--- src/rtl/tsp_pkg.sv ---
// shared types, constants and helper functions for the tilt to servo pulse unit
`default_nettype none
package tsp_pkg;

    // converter sample width and its saturation thresholds
    localparam int TSP_SAMPLE_BITS = 12;
    localparam int TSP_FULL        = (1 << TSP_SAMPLE_BITS) - 1;
    localparam int TSP_SAT_LOW     = 10;
    localparam int TSP_SAT_HIGH    = TSP_FULL - 10;

    // long divider shape: 17 quotient bits, remainder as wide as the divisor
    // divisor holds a sample magnitude or a 9-bit tilt span, whichever is wider
    localparam int DIV_STEPS  = 17;
    localparam int DIV_DSR_W  = (TSP_SAMPLE_BITS > 9) ? TSP_SAMPLE_BITS : 9;
    localparam int DIV_DVD_W  = DIV_DSR_W + DIV_STEPS;
    localparam int DIV_SIDE_W = 12;

    // arctangent polynomial in q0.16, angles in q2.16 radians
    localparam logic signed [19:0] C3_Q16      = -20'sd3047;
    localparam logic signed [19:0] C2_Q16      = 20'sd10441;
    localparam logic signed [19:0] C1_Q16      = -20'sd21471;
    localparam logic [17:0]        HALF_PI_Q16 = 18'd102944;
    localparam logic [17:0]        PI_Q16      = 18'd205887;

    // radians to q9.8 degrees: round(r * 46080 / pi) by reciprocal
    localparam logic [15:0] DEG_Q8_SCALE = 16'd46080;
    localparam logic [16:0] DEG_ROUND    = 17'd102943;
    localparam logic [18:0] DEG_RECIP    = 19'd333772;

    // floor(p / 180) by reciprocal, exact for p below 2^23
    localparam logic [23:0] PULSE_RECIP = 24'd11930465;
    localparam logic [7:0]  ANGLE_MAX   = 8'd180;

    typedef enum logic [2:0] {
        CFG_TILT_OFFSET = 3'd0,
        CFG_TILT_MIN    = 3'd1,
        CFG_TILT_MAX    = 3'd2,
        CFG_PULSE_MIN   = 3'd3,
        CFG_PULSE_MAX   = 3'd4
    } t_cfg_idx;

    typedef struct packed {
        logic signed [8:0] tilt_offset_deg;
        logic signed [8:0] tilt_min_deg;
        logic [7:0]        tilt_max_deg;
        logic [14:0]       pulse_min_us;
        logic [14:0]       pulse_max_us;
    } t_cfg;

    typedef struct packed {
        logic              valid;
        logic signed [19:0] rad;
        logic              sat;
    } t_ang;

    typedef struct packed {
        logic              valid;
        logic [16:0]       dividend;
        logic [8:0]        divisor;
        logic signed [8:0] tilt;
        logic              neg;
        logic              zero;
        logic              sat;
    } t_tilt;

    typedef struct packed {
        logic              valid;
        logic signed [8:0] tilt;
        logic [7:0]        angle;
        logic [14:0]       pulse_ofs;
        logic              sat;
    } t_res;

    // product rescaled by 2^16, rounded half away from zero
    function automatic logic signed [19:0] tsp_qmul(input logic signed [39:0] prod);
        logic [39:0]        mag;
        logic [39:0]        rnd;
        logic signed [19:0] m;
        mag = prod[39] ? 40'(-prod) : 40'(prod);
        rnd = (mag + 40'd32768) >> 16;
        m   = signed'(rnd[19:0]);
        return prod[39] ? -m : m;
    endfunction

endpackage
`default_nettype wire

--- src/rtl/tsp_div.sv ---
// pipelined restoring divider, one quotient bit per stage
`default_nettype none
module tsp_div (
    input  logic                            i_clk,
    input  logic                            i_rst_n,
    input  logic                            i_valid,
    input  logic [tsp_pkg::DIV_DVD_W-1:0]   i_dividend,
    input  logic [tsp_pkg::DIV_DSR_W-1:0]   i_divisor,
    input  logic [tsp_pkg::DIV_SIDE_W-1:0]  i_side,
    output logic                            o_valid,
    output logic [tsp_pkg::DIV_STEPS-1:0]   o_quot,
    output logic [tsp_pkg::DIV_SIDE_W-1:0]  o_side
);
    import tsp_pkg::*;

    logic                  r_v    [0:DIV_STEPS];
    logic [DIV_DSR_W-1:0]  r_rem  [0:DIV_STEPS];
    logic [DIV_DSR_W-1:0]  r_dsr  [0:DIV_STEPS];
    logic [DIV_STEPS-1:0]  r_low  [0:DIV_STEPS];
    logic [DIV_STEPS-1:0]  r_q    [0:DIV_STEPS];
    logic [DIV_SIDE_W-1:0] r_side [0:DIV_STEPS];

    // high dividend bits start the remainder, they are below the divisor
    always_ff @(posedge i_clk) begin
        if (!i_rst_n) begin
            r_v[0] <= 1'b0;
        end else begin
            r_v[0] <= i_valid;
        end
    end

    always_ff @(posedge i_clk) begin
        r_rem[0]  <= i_dividend[DIV_DVD_W-1 -: DIV_DSR_W];
        r_low[0]  <= i_dividend[DIV_STEPS-1:0];
        r_dsr[0]  <= i_divisor;
        r_q[0]    <= '0;
        r_side[0] <= i_side;
    end

    for (genvar k = 0; k < DIV_STEPS; k++) begin : g_step
        logic [DIV_DSR_W:0]   n_trial;
        logic [DIV_DSR_W:0]   n_diff;
        logic                 n_bit;
        logic [DIV_DSR_W-1:0] n_rem;

        always_comb begin
            n_trial = {r_rem[k], r_low[k][DIV_STEPS-1-k]};
            n_diff  = n_trial - {1'b0, r_dsr[k]};
            n_bit   = (n_trial >= {1'b0, r_dsr[k]});
            n_rem   = n_bit ? n_diff[DIV_DSR_W-1:0] : n_trial[DIV_DSR_W-1:0];
        end

        always_ff @(posedge i_clk) begin
            if (!i_rst_n) begin
                r_v[k+1] <= 1'b0;
            end else begin
                r_v[k+1] <= r_v[k];
            end
        end

        always_ff @(posedge i_clk) begin
            r_rem[k+1]  <= n_rem;
            r_low[k+1]  <= r_low[k];
            r_dsr[k+1]  <= r_dsr[k];
            r_q[k+1]    <= {r_q[k][DIV_STEPS-2:0], n_bit};
            r_side[k+1] <= r_side[k];
        end
    end

    assign o_valid = r_v[DIV_STEPS];
    assign o_quot  = r_q[DIV_STEPS];
    assign o_side  = r_side[DIV_STEPS];

endmodule
`default_nettype wire

--- src/rtl/tsp_map.sv ---
// servo angle division, clamp and pulse span scaling
`default_nettype none
module tsp_map (
    input  logic           i_clk,
    input  logic           i_rst_n,
    input  tsp_pkg::t_tilt i_tilt,
    input  tsp_pkg::t_cfg  i_cfg,
    output tsp_pkg::t_res  o_res
);
    import tsp_pkg::*;

    logic                  w_dv;
    logic [DIV_STEPS-1:0]  w_quot;
    logic [DIV_SIDE_W-1:0] w_side;

    logic [14:0]       n_pspan;
    logic [7:0]        n_ang;
    logic [2:1]        r_v;
    logic signed [8:0] r_tilt1, r_tilt2;
    logic [2:1]        r_sat;
    logic [7:0]        r_ang1, r_ang2;
    logic [22:0]       r_prod2;
    logic [46:0]       n_scaled;

    tsp_div u_div (
        .i_clk      (i_clk),
        .i_rst_n    (i_rst_n),
        .i_valid    (i_tilt.valid),
        .i_dividend ({{(DIV_DVD_W-17){1'b0}}, i_tilt.dividend}),
        .i_divisor  ({{(DIV_DSR_W-9){1'b0}}, i_tilt.divisor}),
        .i_side     ({i_tilt.tilt, i_tilt.neg, i_tilt.zero, i_tilt.sat}),
        .o_valid    (w_dv),
        .o_quot     (w_quot),
        .o_side     (w_side)
    );

    // negative quotient or zero span gives angle zero
    always_comb begin
        if (w_side[2] || w_side[1]) begin
            n_ang = 8'd0;
        end else if (w_quot > 17'(ANGLE_MAX)) begin
            n_ang = ANGLE_MAX;
        end else begin
            n_ang = w_quot[7:0];
        end
        n_pspan  = (i_cfg.pulse_max_us >= i_cfg.pulse_min_us)
                 ? i_cfg.pulse_max_us - i_cfg.pulse_min_us : 15'd0;
        n_scaled = 47'(r_prod2) * 47'(PULSE_RECIP);
    end

    always_ff @(posedge i_clk) begin
        if (!i_rst_n) begin
            r_v         <= '0;
            o_res.valid <= 1'b0;
        end else begin
            r_v         <= {r_v[1], w_dv};
            o_res.valid <= r_v[2];
        end
    end

    always_ff @(posedge i_clk) begin
        r_tilt1         <= signed'(w_side[11:3]);
        r_sat           <= {r_sat[1], w_side[0]};
        r_ang1          <= n_ang;
        r_tilt2         <= r_tilt1;
        r_ang2          <= r_ang1;
        r_prod2         <= 23'(r_ang1) * 23'(n_pspan);
        o_res.tilt      <= r_tilt2;
        o_res.angle     <= r_ang2;
        o_res.pulse_ofs <= n_scaled[45:31];
        o_res.sat       <= r_sat[2];
    end

endmodule
`default_nettype wire

--- config.mk ---
export PLATFORM = sky130hd
export DESIGN_NAME = tsp_map
export DESIGN_NICKNAME = d
export VERILOG_FILES = /design/src/rtl/tsp_pkg.sv /design/src/rtl/tsp_div.sv /design/src/rtl/tsp_map.sv
export SDC_FILE = /design/constraint.sdc
export NUM_CORES = 2
export LEC_CHECK = 0
export CAP_MARGIN = 20
export CORE_AREA = 2 2 321 323
export DETAILED_ROUTE_END_ITERATION = 10
export DIE_AREA = 0 0 323 325
export DONT_BUFFER_PORTS = 1
export PLACE_DENSITY = 0.53
export SYNTH_ARGS = -nofsm -noshare
export SYNTH_HDL_FRONTEND = slang
export SYNTH_SLANG_ARGS = --single-unit
--- constraint.sdc ---
create_clock -name i_clk -period 8.3 [get_ports i_clk]
set_input_delay 0.415 -clock i_clk [delete_from_list [all_inputs] [get_ports i_clk]]
set_output_delay 0.415 -clock i_clk [all_outputs]
set_load 0.005 [all_outputs]
[Word level (Yosys, flattened, before mapping)]
Memory sizes are Yosys's and may differ from the RTL's. A register that Yosys moved wholly into a read port is not among the register bits.
Index checks and enable logic that the tools add are counted.
Widths: inputs -> output; s select.
Storage, ports and cells
  input bits: 97
  output and inout bits: 34
  logic and storage cells: 118
  bits in writable memories: 1278
  bits in registers: 95
  memories: 6
Memory list
  u_div.r_low: words 18, width 17, rd ports 17, clocked after memory_dff 0, wr ports 18, RTL line tsp_div.sv:19  | logic [DIV_STEPS-1:0] r_low [0:DIV_STEPS];
  u_div.r_q: words 18, width 17, rd ports 18, clocked after memory_dff 0, wr ports 18, RTL line tsp_div.sv:20  | logic [DIV_STEPS-1:0] r_q [0:DIV_STEPS];
  u_div.r_dsr: words 18, width 12, rd ports 17, clocked after memory_dff 0, wr ports 18, RTL line tsp_div.sv:18  | logic [DIV_DSR_W-1:0] r_dsr [0:DIV_STEPS];
  u_div.r_rem: words 18, width 12, rd ports 17, clocked after memory_dff 0, wr ports 18, RTL line tsp_div.sv:17  | logic [DIV_DSR_W-1:0] r_rem [0:DIV_STEPS];
  u_div.r_side: words 18, width 12, rd ports 18, clocked after memory_dff 0, wr ports 18, RTL line tsp_div.sv:21  | logic [DIV_SIDE_W-1:0] r_side [0:DIV_STEPS];
  u_div.r_v: words 18, width 1, rd ports 18, clocked after memory_dff 1, wr ports 18, RTL line tsp_div.sv:16  | logic r_v [0:DIV_STEPS];
Operators by class
  multipliers: 2
  muxes and demuxes: 39
  $lt $le $gt $ge: 19
  add/sub/neg operators: 18
  bitwise gates (word level): 18
  reduce and logical (&&, ||, !) cells: 3
Operators with widths (count)
  $ge 13x12->1: 17
  $mux 12: 17
  $sub 12x12->12: 17
  $mul 23x24->46 const B: 1
  $mul 8x15->23: 1
  $mux 1: 20
  $or 1x1->1: 18
  $gt 17x8->1 const B: 1
  $ge 15x15->1: 1
  $mux 15: 1
  $sub 15x15->15: 1
  $mux 8: 1
  $reduce_or 2->1: 1
  $logic_not 1->1: 1
  $logic_or 1x1->1: 1

[Logic depth before layout (Yosys ltp)]
  word-level depth: 3
  mapped depth: 31
  mapped depth without buffers: 29

[Modules after synthesis]
From an unflattened synthesis, not the netlist that was laid out.
Second synthesis, totals
  cells, all modules: 3928
  area, all modules: 45200.9 um2
Modules (own cells, without submodules)
  tsp_div: instances 1, cells each 2553, seq. area each 18978.2 um2, area each 31770.5 um2
  tsp_map: instances 1, cells each 1375, seq. area each 1901.8 um2, area each 13430.4 um2

[Worst setup path before layout]
Ideal clock, no wire load.
  kind: input-to-reg
  start point: input port i_cfg[16] (netlist name)
  end point: register r_prod2[21]
  required time: 8177 ps
  arrival: 6468 ps
  library setup time: 123 ps
  path slack: 1709 ps
  stages: 28
  path buffers: 2
  path through: inv_1 ha_1 nor2b_1 o21ai_1 a21boi_1 o21ai_1 a21oi_1 o2111ai_2 nand2_1 o21bai_1 buf_2 buf_2 a211oi_1 fa_1 fa_1 fa_1 inv_1 fa_1 inv_1 ha_1 a21o_1 or3_1 o211ai_1 a31oi_1 and4_1 a2111oi_2 a21oi_1 xor2_1
On the way
  cells in the longest elaborated chain, start to end: 3
  elaborated cells on any way between the ends: 4
  classes of those cells: add/sub (1); mul (1); order compare (1); mux (1)
RTL lines
  from (decl): RTL line tsp_map.sv:7  | input tsp_pkg::t_cfg i_cfg,
  $sub 15x15->15 / $ge 15x15->1 (equally long branches): RTL line tsp_map.sv:47, tsp_map.sv:46
  $mux 15 *: RTL line tsp_map.sv:47  | ? i_cfg.pulse_max_us - i_cfg.pulse_min_us : 15'd0;
  $mul 8x15->23 *: RTL line tsp_map.sv:67  | r_prod2 <= 23'(r_ang1) * 23'(n_pspan);
  to (signal assigned): RTL line tsp_map.sv:67
  to (decl): RTL line tsp_map.sv:22  | logic [22:0] r_prod2;
Every way passes the cells marked *; elsewhere a longest branch is shown, timed or not.
A chain may end at the register's enable or synchronous reset.

[Final worst setup path]
  start point: register r_prod2[8]
  end point: register o_res[15] (netlist name)
On the way
  cells in the longest elaborated chain, start to end: 1
RTL lines
  $mul 23x24->46: RTL line tsp_map.sv:48  | n_scaled = 47'(r_prod2) * 47'(PULSE_RECIP);
  named net n_scaled[45]: RTL line tsp_map.sv:23  | logic [46:0] n_scaled;
  to (decl): RTL line tsp_map.sv:8  | output tsp_pkg::t_res o_res
The timed path passes the listed nets, and every way through them passes these cells.

==> summary.txt <==
STA
  – Max Clock Freq: between 100 and 150 MHz
  – Unrepaired setup endpoints after global routing: false
  – Tcrit/Tclk final: 0.8567
  – Slew @ Worst Pin: 0.9707 ns
  – Hold slack: 0.2477 ns
  – Setup TNS: 0 ns
  – Count of final setup violators: 0
  – Slew HR: 0.3482
  – Crit path time final: 7.111 ns
  – Final Skew: between 0.04 and 0.05 ns
  – Final Hold Vio Count: 0
  – Final slew viol count: 0

Synth
  – Avg Cell Area, Syn: 11.25 um2
  – Main flop type after synthesis: dfxtp_1
  – Synth warnings: 0
  – Synthesized flop and latch total: 980
  – Seq/Total Area, Yosys: 0.4853
  – Syn_nets: 4314
  – Yosys cell types: 71
  – Number of synthesized flops with an enable pin: 0
  – Asr flop ratio synth: 0
  – Cells after synthesis: 3592
  – Mapped cell area: 0.04042 mm2

CTS
  – Reg clk slew, reported paths: around 0.070 ns
  – Clk Tree Root Cell: clkbuf_16
  – Depth of the CTS H-tree: 3
  – CTS tree: done
  – Post-CTS Resized: 0
  – Worst-Skew Late Latency: 0.69 ns
  – CTS sink count: slightly below 1000
  – Clock buffer depth: 3
  – CTS Buf Count: around 100

Floorplan
  – Starting density of the core: 0.3990
  – Core area: 0.1013 mm2
  – Total die area: about 0.10 mm2
  – IO Count: 131
  – Rows: 117
  – Die X: 323 um
  – Die span in y: 325 um

Global route
  – First-pass GRT wire length: around 110000 um
  – Vias in the first global route: 23410
  – Grt ovf: 0
  – Largest net degree at the start of global routing: 70
  – GR Util All Layers: 0.1332
  – Antenna violations before repair: 1

Route
  – Initial DRT Pass Iterations: 5
  – Vias: 23310
  – Drt total wl: around 68000 um
  – Wire per inst: around 13 um
  – Iter 0 DRT Violations: just under 1000
  – Residual DRC: 0
  – DRT antenna net count: 0
  – Vias per cell: 4.535

Cells and area
  – Cell Count, Final, Fillers Out: 5140
  – Layout Nets: roughly 4400
  – Util after Layout: 0.4537
  – Area Growth Syn to Fin: 13.69%
  – Share of cells above drive strength 1: 0.07929

Worst setup path
  – Critical Path RT: 8.81 ns
  – Crit Path Class: reg -> reg
  – Worst path most repeated cell: fa_1
  – WP data arrival: between 7 and 8 ns
  – CP max FO: 5
  – Crit path cell chain: ha_1 > inv_1 > fa_1 > fa_1 > inv_1 > fa_1 > inv_1 > fa_1 > fa_1 > inv_1 > fa_1 > ha_1 > nand4_1 > nor2_1 > a211oi_1 > o21bai_1 > o21a_1 > a221oi_1 > o21ai_1 > a21oi_1 > xnor2_1
  – Slowest CP cell: fa_1
  – Slowest stage delay, CP: approximately 0.66 ns
  – Crit end category: register
  – Critical path launch point type: register

Pwr
  – Pint: 10.95 mW
  – Sw frac: 0.3285
  – Max IR drop VDD: between 0.0002 and 0.0003 V
  – Net Switching: 5.359 mW
  – Combinational share of power: 0.352
  – Pwr Total: 16.31 mW
  – P per Cell Area: around 350 mW/mm2
  – Clk pwr share: 0.289
  – Seq pwr share: 0.359
  – Leakage: 21.79 nW

Placed design
  – RePlAce Congestion: 0.8492
  – Final HPWL DP: 51740 um
  – Port bufs: 0
  – Dpl cells: approximately 5000

Hold path
  – Hold crit path type: in -> reg

Flow run
  – Max Cap Viol: 0

Run status
  – Status: complete, no violations
-- layout by cell type, fill, tap and decap left out, types with 45 or more instances in the layout --
cell         n
o21ai_0     95
nor2_1     159
a21o_1      48
nor2b_1     45
dfxtp_1    980
ha_1       395
nand2_1    159
fa_1       230
inv_1      568
a21oi_1    101
mux2_2      63
a211oi_1   105
clkbuf_16  102
xnor2_1     95
-- cell families (layout without fill, tap and decap cells) --
kind of cell / count (synthesis) / in the layout / synth area share
flops: 980 / 980 / 0.4853
fa+ha+maj: 625 / 625 / 0.2362
compound gates: 563 / 563 / 0.09496
other cells: 0 / 1 / 0
simple gates: 565 / 565 / 0.06810
mux: 90 / 90 / 0.02424
xor+xnor: 139 / 139 / 0.03049
buf+inv: 630 / 809 / 0.06070
-- flip-flops by register name, summed over array words and instances, names as in the netlist --
name and flops:
r_prod2 23, r_v 2, r_tilt1 9, u_div.r_side 216
r_ang2 8, u_div.r_dsr 153, u_div.r_v 18, u_div.r_q 153
r_sat 2, r_tilt2 9, r_ang1 8, u_div.r_rem 192
u_div.r_low 153, o_res 34
-- repair_timing --
action / CTS / global route
endpoints found under the hold margin: 59 / 0
hold buffers: 40 / 0
buffers inserted: 0 / 0
-- cells in the mapped netlist, drive strengths merged (30+ instances only) --
master,instances,area (um2)
dfxtp,980,19620
inv,570,2140
ha,395,4942
fa,230,4604
nor2,160,603.1
nand2,159,596.8
o21ai,128,651.9
a21oi,123,713.2
a211oi,109,838.3
xnor2,97,864.6
mux2,63,709.4
a21o,48,360.4
nor2b,46,287.8
xor2,42,367.9
a21boi,34,255.3
buf,30,201.5
clkbuf,30,112.6
-- power groups by stage --
stage                     combinational, mW  clock [mW]  sequential [mW]
after floorplan                        4.59           0             5.83
after global placement                 5.76           0             5.96
after detailed placement               5.80           0             5.97
after CTS                              5.86        4.91             5.87
after global routing                   6.64        5.10             5.94
final                                  5.74        4.72             5.85
-- metrics by stage --
stage               cell area [um2]  worst slack, ns
global route                  45960           0.8174
floorplan                     40420            1.709
finish                        45960            1.189
CTS                           45950            1.126
global placement              41940           0.8398
detailed placement            41950           0.7917
-- layout make-up --
type	instances	area, um2
fill	9502	55340
antenna	1	2.502
tap	1368	1712
multi-input combinational	1982	18380
sequential	980	19620
clock inverter	48	732.0
inverter	570	2140
timing repair buffer	53	510.5
clock buffer	138	2868
-- metal layers --
metal / GRT usage / wire length, um / vias up
li1: - / - / 12020
met1: 0.1753 / 32000 / 10850
met2: 0.2193 / 31820 / 329
met3: 0.02540 / 3073 / 110
met4: 0.04408 / 1555 / 0
met5: 0 / 0 / -
-- final timing paths --
| check | startpoint | to | slack [ns] | depth (start not counted) |
|---|---|---|---|---|
| hold / removal | i_cfg[15] | r_prod2[0] | 0.25 | 2 |
| setup / recovery | r_prod2[8] | o_res[15] | 1.19 | 21 |
| setup reg to reg | r_prod2[8] | o_res[15] | 1.19 | 21 |
| hold reg to reg | u_div.r_q[16][8] | u_div.r_q[17][9] | 0.29 | 0 |
-- critical path: cells and delay by family, from the launching register on --
family	cells	cell delay (ns)
compound gates	6	1.91
xor+xnor	1	0.30
fa+ha+maj	8	3.75
buf+inv	4	0.26
flops	1	0.54
simple gates	2	0.18
Note: power is estimated with default switching activity, not from simulation.
