==> src/rtl/tsp_pkg.sv <==
// shared types, constants and helper functions for the tilt to servo pulse unit
`default_nettype none
package tsp_pkg;

    // converter sample width and its saturation thresholds
    localparam int TSP_SAMPLE_BITS = 12;
    localparam int TSP_FULL        = (1 << TSP_SAMPLE_BITS) - 1;
    localparam int TSP_SAT_LOW     = 10;
    localparam int TSP_SAT_HIGH    = TSP_FULL - 10;

    // long divider shape: 17 quotient bits, remainder as wide as the divisor
    // divisor holds a sample magnitude or a 9-bit tilt span, whichever is wider
    localparam int DIV_STEPS  = 17;
    localparam int DIV_DSR_W  = (TSP_SAMPLE_BITS > 9) ? TSP_SAMPLE_BITS : 9;
    localparam int DIV_DVD_W  = DIV_DSR_W + DIV_STEPS;
    localparam int DIV_SIDE_W = 12;

    // arctangent polynomial in q0.16, angles in q2.16 radians
    localparam logic signed [19:0] C3_Q16      = -20'sd3047;
    localparam logic signed [19:0] C2_Q16      = 20'sd10441;
    localparam logic signed [19:0] C1_Q16      = -20'sd21471;
    localparam logic [17:0]        HALF_PI_Q16 = 18'd102944;
    localparam logic [17:0]        PI_Q16      = 18'd205887;

    // radians to q9.8 degrees: round(r * 46080 / pi) by reciprocal
    localparam logic [15:0] DEG_Q8_SCALE = 16'd46080;
    localparam logic [16:0] DEG_ROUND    = 17'd102943;
    localparam logic [18:0] DEG_RECIP    = 19'd333772;

    // floor(p / 180) by reciprocal, exact for p below 2^23
    localparam logic [23:0] PULSE_RECIP = 24'd11930465;
    localparam logic [7:0]  ANGLE_MAX   = 8'd180;

    typedef enum logic [2:0] {
        CFG_TILT_OFFSET = 3'd0,
        CFG_TILT_MIN    = 3'd1,
        CFG_TILT_MAX    = 3'd2,
        CFG_PULSE_MIN   = 3'd3,
        CFG_PULSE_MAX   = 3'd4
    } t_cfg_idx;

    typedef struct packed {
        logic signed [8:0] tilt_offset_deg;
        logic signed [8:0] tilt_min_deg;
        logic [7:0]        tilt_max_deg;
        logic [14:0]       pulse_min_us;
        logic [14:0]       pulse_max_us;
    } t_cfg;

    typedef struct packed {
        logic              valid;
        logic signed [19:0] rad;
        logic              sat;
    } t_ang;

    typedef struct packed {
        logic              valid;
        logic [16:0]       dividend;
        logic [8:0]        divisor;
        logic signed [8:0] tilt;
        logic              neg;
        logic              zero;
        logic              sat;
    } t_tilt;

    typedef struct packed {
        logic              valid;
        logic signed [8:0] tilt;
        logic [7:0]        angle;
        logic [14:0]       pulse_ofs;
        logic              sat;
    } t_res;

    // product rescaled by 2^16, rounded half away from zero
    function automatic logic signed [19:0] tsp_qmul(input logic signed [39:0] prod);
        logic [39:0]        mag;
        logic [39:0]        rnd;
        logic signed [19:0] m;
        mag = prod[39] ? 40'(-prod) : 40'(prod);
        rnd = (mag + 40'd32768) >> 16;
        m   = signed'(rnd[19:0]);
        return prod[39] ? -m : m;
    endfunction

endpackage
`default_nettype wire

==> src/rtl/tsp_deg.sv <==
// radians to degrees, offset, clamp and truncation to whole degrees
`default_nettype none
module tsp_deg (
    input  logic           i_clk,
    input  logic           i_rst_n,
    input  tsp_pkg::t_ang  i_ang,
    input  tsp_pkg::t_cfg  i_cfg,
    output tsp_pkg::t_tilt o_tilt
);
    import tsp_pkg::*;

    logic [4:1] r_v;
    logic [4:1] r_neg;
    logic [4:1] r_sat;

    logic [18:0] n_mag;
    logic [33:0] r_u1, r_u2, r_u3;
    logic [52:0] n_prod;
    logic [16:0] r_qe2, r_qe3;
    logic [34:0] r_qd3;
    logic [33:0] n_rem;
    logic [16:0] n_q;
    logic signed [17:0] n_d;
    logic signed [18:0] r_d4;

    logic signed [18:0] n_d2, n_lo, n_hi, n_cl;
    logic               r_c_v, r_c_sat;
    logic signed [18:0] r_c_d;

    logic signed [18:0] n_sh;
    logic signed [8:0]  n_tilt;
    logic signed [9:0]  n_diff, n_span;
    logic signed [17:0] n_num;
    logic [17:0]        n_anum;
    logic [9:0]         n_aspan;

    always_ff @(posedge i_clk) begin
        if (!i_rst_n) begin
            r_v <= '0;
        end else begin
            r_v <= {r_v[3:1], i_ang.valid};
        end
    end

    assign n_mag  = i_ang.rad[19] ? 19'(-i_ang.rad) : i_ang.rad[18:0];
    assign n_prod = 53'(r_u1) * 53'(DEG_RECIP);

    always_ff @(posedge i_clk) begin
        r_neg <= {r_neg[3:1], i_ang.rad[19]};
        r_sat <= {r_sat[3:1], i_ang.sat};
        r_u1  <= 34'(n_mag) * 34'(DEG_Q8_SCALE) + 34'(DEG_ROUND);
        r_u2  <= r_u1;
        r_qe2 <= n_prod[52:36];
        r_u3  <= r_u2;
        r_qe3 <= r_qe2;
        r_qd3 <= 35'(r_qe2) * 35'(PI_Q16);
        r_d4  <= 19'(n_d);
    end

    // reciprocal estimate is at most one low
    always_comb begin
        n_rem = r_u3 - r_qd3[33:0];
        n_q   = (n_rem >= 34'(PI_Q16)) ? r_qe3 + 17'd1 : r_qe3;
        n_d   = r_neg[3] ? -signed'({1'b0, n_q}) : signed'({1'b0, n_q});
    end

    // offset and clamp, lower bound tested first
    always_comb begin
        n_d2 = r_d4 - (19'(i_cfg.tilt_offset_deg) <<< 8);
        n_lo = 19'(i_cfg.tilt_min_deg) <<< 8;
        n_hi = signed'({3'b000, i_cfg.tilt_max_deg, 8'd0});
        n_cl = (n_d2 < n_lo) ? n_lo : (n_d2 > n_hi) ? n_hi : n_d2;
    end

    always_ff @(posedge i_clk) begin
        if (!i_rst_n) begin
            r_c_v <= 1'b0;
        end else begin
            r_c_v <= r_v[4];
        end
    end

    always_ff @(posedge i_clk) begin
        r_c_d   <= n_cl;
        r_c_sat <= r_sat[4];
    end

    // truncate toward zero, then set up the signed map division
    always_comb begin
        n_sh    = r_c_d[18] ? (r_c_d + 19'sd255) >>> 8 : r_c_d >>> 8;
        n_tilt  = n_sh[8:0];
        n_diff  = 10'(n_tilt) - 10'(i_cfg.tilt_min_deg);
        n_span  = signed'({2'b00, i_cfg.tilt_max_deg}) - 10'(i_cfg.tilt_min_deg);
        n_num   = 18'(n_diff) * 18'sd180;
        n_anum  = n_num[17] ? 18'(-n_num) : 18'(n_num);
        n_aspan = n_span[9] ? 10'(-n_span) : 10'(n_span);
    end

    always_ff @(posedge i_clk) begin
        if (!i_rst_n) begin
            o_tilt.valid <= 1'b0;
        end else begin
            o_tilt.valid    <= r_c_v;
            o_tilt.dividend <= n_anum[16:0];
            o_tilt.divisor  <= (n_span == 10'sd0) ? 9'd1 : n_aspan[8:0];
            o_tilt.tilt     <= n_tilt;
            o_tilt.neg      <= n_num[17] ^ n_span[9];
            o_tilt.zero     <= (n_span == 10'sd0);
            o_tilt.sat      <= r_c_sat;
        end
    end

endmodule
`default_nettype wire

==> config.mk <==
export PLATFORM = sky130hd
export DESIGN_NAME = tsp_deg
export DESIGN_NICKNAME = d
export VERILOG_FILES = /design/src/rtl/tsp_pkg.sv /design/src/rtl/tsp_deg.sv
export SDC_FILE = /design/constraint.sdc
export NUM_CORES = 1
export LEC_CHECK = 0
export BUFFER_PORTS_ARGS = -buffer_cell sky130_fd_sc_hd__buf_2
export CORE_ASPECT_RATIO = 0.9
export CORE_MARGIN = 10
export CORE_UTILIZATION = 50
export DETAILED_ROUTE_END_ITERATION = 6
export GPL_TIMING_DRIVEN = 0
export PLACE_DENSITY = 0.67
export SYNTH_ARGS = -nofsm -noshare
export SYNTH_HDL_FRONTEND = slang
export SYNTH_SLANG_ARGS = --single-unit
==> constraint.sdc <==
create_clock -name i_clk -period 19.6 [get_ports i_clk]
set_clock_uncertainty 0.1 [all_clocks]
set_input_delay 0 -clock i_clk [delete_from_list [all_inputs] [get_ports i_clk]]
set_output_delay 0 -clock i_clk [all_outputs]
set_load 0.02 [all_outputs]
# Word level (Yosys, flattened, before mapping)
# Cells that the tools add are included.
classes:
  addsub: 11
  n_mul: 4
  n_div: 0
  magnitude_cmp: 3
  n_eq_ne: 0
  shift: 0
  mux: 8
  n_bitwise: 1
  reduce_logical: 2
op_table:
  columns: ["op", "count"]
  rows:
  - ["$mux 19", 3]
  - ["$mul 34x17->51 const B", 1]
  - ["$add 34x17->34 const B", 1]
  - ["$ge 34x18->1 const B", 1]
  - ["$mul 17x18->34 const B", 1]
  - ["$mux 17", 2]
  - ["$sub 34x34->34", 1]
  - ["$mul 19x6->24 const B", 1]
  - ["$sub 9x9->10", 2]
  - ["$gt 19x17->1", 1]
  - ["$lt 19x17->1", 1]
  - ["$neg 19->19", 1]
  - ["$sub 18x17->19", 1]
  - ["$mux 18", 1]
  - ["$mux 9", 2]
  - ["$neg 17->18", 1]
  - ["$add 17x1->17 const B", 1]
  - ["$add 17x9->17 const B", 1]
  - ["$neg 17->17", 1]
  - ["$mul 10x7->16 const B", 1]
  - ["$logic_not 10->1", 1]
  - ["$neg 9->9", 1]
  - ["$reduce_or 2->1", 1]
  - ["$xor 1x1->1", 1]
word_totals:
  regBits: 259
  latch_bits: 0
  ram_bits: 0
  mem_bits_ro: 0
  inputBits: 80
  out_inout_bits: 39
  elab_cells: 51
  mem_count: 0

# Depth between registers and ports, before layout
# Gate-level depths: netlist (run 1).
logic_depth:
  word_depth: 6
  depth_mapped: 30
  depth_no_buf: 29

# Least setup slack after synthesis (run 1)
# OpenSTA, ideal clock, no wires.
synth_path:
  path_type: "reg2reg"
  from: "reg r_c_d[6]"
  to: "reg o_tilt[26] (netlist name), data pin"
  setup_ns: 0.262
  arrival_time_ns: 6.551
  t_required_ns: 19.238
  setup_slack_ns: 12.687
  path_stages_with_launch: 28
  n_path_buf: 1
  period_less_slack_ns: 6.913
  path_cell_list: "dfxtp_1 nor4_1 a21boi_0 nand3_1 nor2_1 xor2_1 ha_1 a21boi_0 o21ai_0 a21boi_0 o21a_1 o21ai_0 a31oi_1 inv_1 ha_1 ha_1 fa_1 inv_1 fa_1 inv_1 ha_1 a21boi_0 o31ai_1 o31a_1 xnor2_1 clkbuf_1 o31ai_1 xnor2_1"
synth_between:
  elab_chain_len: 6
synth_rtl:
  columns: ["item", "line_no", "source"]
  rows:
  - ["start: declaration", "tsp_deg.sv:28", "logic signed [18:0] r_c_d;"]
  - ["start signal: assignment", "tsp_deg.sv:84", "r_c_d <= n_cl;"]
  - ["$add 17x9->17 (*)", "tsp_deg.sv:90", "n_sh = r_c_d[18] ? (r_c_d + 19'sd255) >>> 8 : r_c_d >>> 8;"]
  - ["$mux 9 (*)", "tsp_deg.sv:90", null]
  - ["via n_sh[3]", "tsp_deg.sv:30", "logic signed [18:0] n_sh;"]
  - ["$sub 9x9->10 (*)", "tsp_deg.sv:92", "n_diff = 10'(n_tilt) - 10'(i_cfg.tilt_min_deg);"]
  - ["$mul 10x7->16 (*)", "tsp_deg.sv:94", "n_num = 18'(n_diff) * 18'sd180;"]
  - ["$neg 17->17", "tsp_deg.sv:95", "n_anum = n_num[17] ? 18'(-n_num) : 18'(n_num);"]
  - ["$mux 17 (*)", "tsp_deg.sv:95", null]
  - ["via n_anum[5]", "tsp_deg.sv:34", "logic [17:0] n_anum;"]
  - ["end: declaration", "tsp_deg.sv:8", "output tsp_pkg::t_tilt o_tilt"]
# The timed path passes the listed nets; every way through them passes the cells marked *.
# A chain may end at the register's enable or synchronous reset.

# Worst setup path in the final report (run 1)
layout_path:
  from: "reg r_c_d[7]"
  to: "reg o_tilt[26] (netlist name), data pin"
# Same word-level chain as after synthesis.

==> summary.md, run 1 <==
| Metric | Value |
|---|---|
| Status | `finished clean` |
| Sum Neg Setup Slack | `0 ns` |
| DR pass1 iterations | `5` |
| Placer congestion estimate | `0.8999` |
| Register bit count reported by yosys | `225` |
| Clock Tree Buf Depth | `3` |
| Post-route ant nets | `0` |
| Most common cell after layout, fill and taps aside | `inv_1` |
| Drt total wl | `54,750 um` |
| # IOs | `119` |
| RSZ-0062 raised after global routing | `false` |
| Worst Hold Class | `in2reg` |
| Syn_area_per_cell | `9.849 um^2` |
| Final Max Slew Viols | `0` |
| WL per Instance | `15.69 um` |
| Via count | `18,130` |
| Most frequent cells in the layout | `inv_1, ha_1, fa_1` |
| Worst path arrival time | `8.23 ns` |
| Distinct cell type count after synthesis | `88` |
| First-pass GRT wire length | `93,000 um` |
| Starting Density | `50.30%` |
| Crit share post-route | `40.84%` |
| H-tree depth | `1` |
| Post-Syn Area | `25,900 um^2` |
| Starting DRT DRC Count | `901` |
| Number of synthesized flops with an enable pin | `36` |
| Critical Path Start Type | `register` |
| Nets | `3,635` |
| Critical Path RT | `19.82 ns` |
| Top Family by Delay on Critical Path | `compound AO/OA/AOI/OAI gates` |
| Area growth syn-to-layout | `9.907%` |
| Hpwl dp | `47,050 um` |
| Syn. warnings | `0` |
| Post-Synthesis Cells | `2,630` |
| Die area | `61,320 um^2` |
| Clock Latency Late Sink | `0.58 ns` |
| Chip width | `259.9 um` |
| FILL cells | `4,460` |
| CP bufs+invs | `4` |
| Antenna cell count | `0` |
| Pin count of the biggest net entering global routing | `43` |
| Seq/Total Area, Yosys | `18.78%` |
| Post-CTS Setup Repair Bufs | `0` |
| Chip height | `235.9 um` |
| Layout cells sized above 1 | `5.962%` |
| Crit. End Element | `register` |
| # Max-Cap Violations | `0` |
| Min Tclk post-route | `8.005 ns` |
| Core area | `51,500 um^2` |
| Final setup fails | `0` |
| CP max-delay cell | `a31oi_1` |
| PortBufs | `86` |
| CTS clock-pin slew for the worst setup and hold paths | `0.07 ns` |
| Final-report hold violation count | `0` |
| CTS tree | `yes` |
| Number of global-route vias before repair | `18,840` |
| Clk sinks | `225` |
| Routed via count divided by cell count | `5.197` |
| # rows | `79` |
| Initial antenna violation count | `0` |
| CTS buffer count | `27` |
| Largest fanout on the critical path | `10` |
| Relative slew slack | `25.87%` |
| Fmax | `124.9 MHz` |
| Critical path class | `reg2reg` |
| Grt total ovfl | `0` |
| Residual DRC | `0` |
| Slew @ Worst Pin | `1.103 ns` |
| Largest stage delay on the critical path | `0.79 ns` |
| Most used DFF post-synth | `dfxtp_1` |
| Async set-reset flop share out of synthesis | `0%` |
| Root Buffer | `clkbuf_16` |
| Gr usage total | `18.23%` |
per-layer routing:
metal  routed length [um]  vias up  global-route usage (%)
met5                    0        -                       0
met4                 1025        0                   3.471
met3                 2656       62                   2.871
met2                25510      315                   30.26
met1                25560     8739                   24.78
li1                     -     9015                       -
sequential cells by signal, summed over array words and instances (netlist names), 3 cells and up:
| signal | cells |
|---|---|
| r_qe2 | 17 |
| r_sat | 4 |
| o_tilt | 37 |
| r_qe3 | 16 |
| r_u3 | 24 |
| r_u1 | 24 |
| r_d4 | 18 |
| r_qd3 | 34 |
| r_c_d | 18 |
| r_neg | 3 |
| r_u2 | 24 |
| r_v | 4 |
final cells by class:
type                            count  area (um^2)  area share [%]
Multi-Input combinational cell   1827        18860           66.23
Sequential cell                   225         4865           17.09
Clock inverter                     19        222.7          0.7823
Tap cell                          688        860.8           3.024
Inverter                          554         2079           7.304
Timing Repair Buffer              121        780.7           2.742
Buffer                             25        106.4          0.3736
Clock buffer                       30        698.2           2.452
Yosys cell counts, types with 23 or more instances:
cell type  number  area share [%]
inv_1         552             8.0
ha_1          465              22
fa_1          309              24
dfxtp_1       189              15
xnor2_1       149             5.0
nand2_1       110             1.6
a21oi_1        93             1.8
nor2_1         91             1.3
o21ai_0        79             1.5
xor2_1         51             1.7
a21o_1         43             1.2
edfxtp_1       36             4.2
nand3_1        35            0.68
nor3_1         35            0.68
and3_1         32            0.77
o21a_1         23            0.67
what timing repair did:
action | in CTS | in global routing
endpoints found under the hold margin | 70 | 0
setup endpoints to repair | 0 | 0
gates resized for setup | 0 | 0
hold buffers | 35 | 0
logic make-up after synthesis:
kind of cell | Yosys count | share of synthesized area, %
compound gates | 399 | 10.40
xor+xnor | 201 | 6.849
fa+ha+maj | 774 | 46.34
buf+inv | 579 | 8.438
flops | 225 | 18.78
mux | 9 | 0.3526
other cells | 1 | 0.01448
simple gates | 442 | 8.820
per-stage QoR:
step	util [%]	worst slack (ns)	area (um^2)	std cells	hold slack [ns]
2_1_floorplan	-	12.69	25910	2631	-0.07228
3_3_place_gp	52.81	11.59	27200	3405	0.001871
3_5_place_dp	52.81	11.45	27200	3405	0.008488
4_1_cts	55.28	11.41	28470	3489	0.02397
5_1_grt	55.28	10.71	28470	3489	0.1050
6_report	55.28	11.59	28470	3489	0.03659
worst paths after layout:
check	from	endpoint	cells past startpoint	slack (ns)
worst max-delay path	r_c_d[7]	o_tilt[26]	28	11.59
worst min register to register	r_u2[23]	r_u3[23]	0	0.23
worst min-delay path	i_cfg[36]	o_tilt[18]	4	0.04
worst max register to register	r_c_d[7]	o_tilt[26]	28	11.59
worst reg2reg max path, delay by kind of cell, from the launching register on:
| kind | cells | cell delay [ns] |
|---|---|---|
| xor+xnor | 3 | 0.91 |
| fa+ha+maj | 6 | 2.22 |
| flops | 1 | 0.31 |
| simple gates | 3 | 0.30 |
| buf+inv | 4 | 0.71 |
| compound gates | 12 | 3.17 |
Power of run 1 is not shown: default switching activity piles up to over one toggle a cycle in this logic, so the estimate is an artifact.
==> run 2, diff against run 1 <==
--- a/config.mk
+++ b/config.mk
@@ -11,7 +11,7 @@
 export CORE_UTILIZATION = 50
 export DETAILED_ROUTE_END_ITERATION = 6
 export GPL_TIMING_DRIVEN = 0
-export PLACE_DENSITY = 0.67
+export PLACE_DENSITY = 0.7
 export SYNTH_ARGS = -nofsm -noshare
 export SYNTH_HDL_FRONTEND = slang
 export SYNTH_SLANG_ARGS = --single-unit
==> constraint.sdc (replaced) <==
create_clock -name i_clk -period 6.5 [get_ports i_clk]
set_clock_uncertainty 0.1 [all_clocks]
set_input_delay 0 -clock i_clk [delete_from_list [all_inputs] [get_ports i_clk]]
set_output_delay 0 -clock i_clk [all_outputs]
set_load 0.02 [all_outputs]
==> summary.md, run 2 (same netlist as run 1, synthesis figures left out) <==
| Metric | Value |
|---|---|
| Crit. End Element | `register (unchanged)` |
| Starting DRT DRC Count | `1,020 (was 901)` |
| Chip height | `235.9 um (unchanged)` |
| Largest fanout on the critical path | `8 (was 10)` |
| Chip width | `259.9 um (unchanged)` |
| Worst Hold Class | `in2reg (unchanged)` |
| Critical path class | `reg2reg (unchanged)` |
| Post-route ant nets | `0 (unchanged)` |
| PortBufs | `86 (unchanged)` |
| Cell mode on critical path | `a21boi_4` |
| Post-DP Area | `27,220 um^2 (was 27,200 um^2)` |
| Root Buffer | `clkbuf_16 (unchanged)` |
| Design area | `29,440 um^2 (was 28,470 um^2)` |
| Setup ws final | `0.07882 ns (was 11.59 ns)` |
| Place WS | `-0.9654 ns (was 11.45 ns)` |
| Area growth syn-to-layout | `13.65% (was 9.907%)` |
| Critical Path Start Type | `register (unchanged)` |
| # Max-Cap Violations | `0 (unchanged)` |
| Min Tclk post-route | `6.421 ns (was 8.005 ns)` |
| CTS clock-pin slew for the worst setup and hold paths | `0.06 ns (was 0.07 ns)` |
| Clock Tree Buf Depth | `3 (unchanged)` |
| Status | `finished clean (unchanged)` |
| CTS tree | `yes (unchanged)` |
| GR Util met1 | `24.30% (was 24.78%)` |
| Routing usage on met3 | `2.455% (was 2.871%)` |
| # IOs | `119 (unchanged)` |
| Core area | `51,500 um^2 (unchanged)` |
| Final Max Slew Viols | `0 (unchanged)` |
| Grt peak-use layer | `met2 (unchanged)` |
| Largest stage delay on the critical path | `0.55 ns (was 0.79 ns)` |
| Clk sinks | `225 (unchanged)` |
| # rows | `79 (unchanged)` |
| CP max-delay cell | `fa_1 (was a31oi_1)` |
| Met2 usage | `30.80% (was 30.26%)` |
| RSZ-0062 raised after global routing | `true (was false)` |
| Placer congestion estimate | `0.9136 (was 0.8999)` |
| Initial antenna violation count | `0 (unchanged)` |
| Final setup fails | `0 (unchanged)` |
| DR pass1 iterations | `7 (was 5)` |
| Worst path arrival time | `6.64 ns (was 8.23 ns)` |
| Drt total wl | `56,110 um (was 54,750 um)` |
| Pin count of the biggest net entering global routing | `43 (unchanged)` |
| Nets | `3,659 (was 3,635)` |
| Routed via count divided by cell count | `5.298 (was 5.197)` |
| Critical Path RT | `6.71 ns (was 19.82 ns)` |
| Reg with most FFs | `o_tilt (unchanged)` |
| Layout cells sized above 1 | `10.93% (was 5.962%)` |
| Max reg flops | `37 (unchanged)` |
| H-tree depth | `1 (unchanged)` |
| Number of global-route vias before repair | `19,310 (was 18,840)` |
| Final-report hold violation count | `0 (unchanged)` |
| Via count | `18,620 (was 18,130)` |
| Die area | `61,320 um^2 (unchanged)` |
| Most frequent cells in the layout | `inv_1, ha_1, fa_1 (unchanged)` |
| Hpwl dp | `46,130 um (was 47,050 um)` |
| Finished Core Util | `57.16% (was 55.28%)` |
| First-pass GRT wire length | `93,900 um (was 93,000 um)` |
| WL per Instance | `15.96 um (was 15.69 um)` |
| Starting Density | `50.30% (unchanged)` |
| Relative slew slack | `29.56% (was 25.87%)` |
| CTS buffer count | `27 (unchanged)` |
| Largest regs | `o_tilt: 37 flops, r_qd3: 34 flops (unchanged)` |
| Fmax | `155.7 MHz (was 124.9 MHz)` |
| Slew @ Worst Pin | `1.049 ns (was 1.103 ns)` |
| Sum Neg Setup Slack | `0 ns (unchanged)` |
| Residual DRC | `0 (unchanged)` |
| Gr usage total | `18.24% (was 18.23%)` |
| Crit share post-route | `98.79% (was 40.84%)` |
| Grt total ovfl | `0 (unchanged)` |
| Clock Latency Late Sink | `0.57 ns (was 0.58 ns)` |
| Most common cell after layout, fill and taps aside | `inv_1 (unchanged)` |
run 2: changes by cell type in the layout (fill, tap and decap cells not counted), sizes merged:
cell         delta
bufinv          +1
inv             -1
buf            +25
diode           +1
dlygate4sd3     -1
clkbuf          +1
run 2: final timing paths:
path              startpoint    endpoint  slack, ns  cells past startpoint
setup reg to reg    r_c_d[7]  o_tilt[26]       0.08                     29
hold / removal     i_cfg[55]   r_c_d[16]       0.02                      6
hold reg to reg     r_u2[27]    r_u3[27]       0.23                      0
setup / recovery    r_c_d[7]  o_tilt[26]       0.08                     29
run 2: per-stage QoR:
stage               hold slack, ns  instances
finish                     0.01944       3515
global route               0.05000       3514
CTS                       0.002344       3501
detailed placement        0.004106       3405
global placement          0.002651       3405
floorplan                 -0.07228       2631
run 2: routing by layer:
| metal | routed length, um | vias to the layer above |
|---|---|---|
| met1 | 25750 | 9103 |
| met5 | 0 | - |
| met2 | 26710 | 362 |
| met4 | 1232 | 0 |
| met3 | 2416 | 85 |
| li1 | - | 9072 |
run 2: timing repair:
action                                 CTS  global route
cloned                                   0             1
gates resized for setup                 68            84
setup buffers                           12            13
setup endpoints to repair               21            29
endpoints found under the hold margin   70             0
pin swaps                               30            47
hold buffers                            34             0
run 2: area by class of cell:
| class | instances | area, um^2 |
|---|---|---|
| Tap cell | 688 | 860.8 |
| Sequential cell | 225 | 4917 |
| Timing Repair Buffer | 146 | 973.4 |
| Antenna cell | 1 | 2.502 |
| Clock inverter | 19 | 252.7 |
| Multi-Input combinational cell | 1827 | 19470 |
| Clock buffer | 31 | 753.2 |
| Fill cell | 4361 | 22060 |
| Buffer | 24 | 125.1 |
| Inverter | 554 | 2079 |
run 2: worst max-delay path, delay by kind of cell (launching register included):
family	cells	cell delay (ns)
AO/OA/AOI/OAI	12	1.87
XOR/XNOR	4	0.62
adder cells (fa/ha/maj)	7	2.43
buffers and inverters	5	0.47
flip-flops	1	0.33
AND/OR/NAND/NOR	1	0.34
Power of run 2 is left out for the same reason.
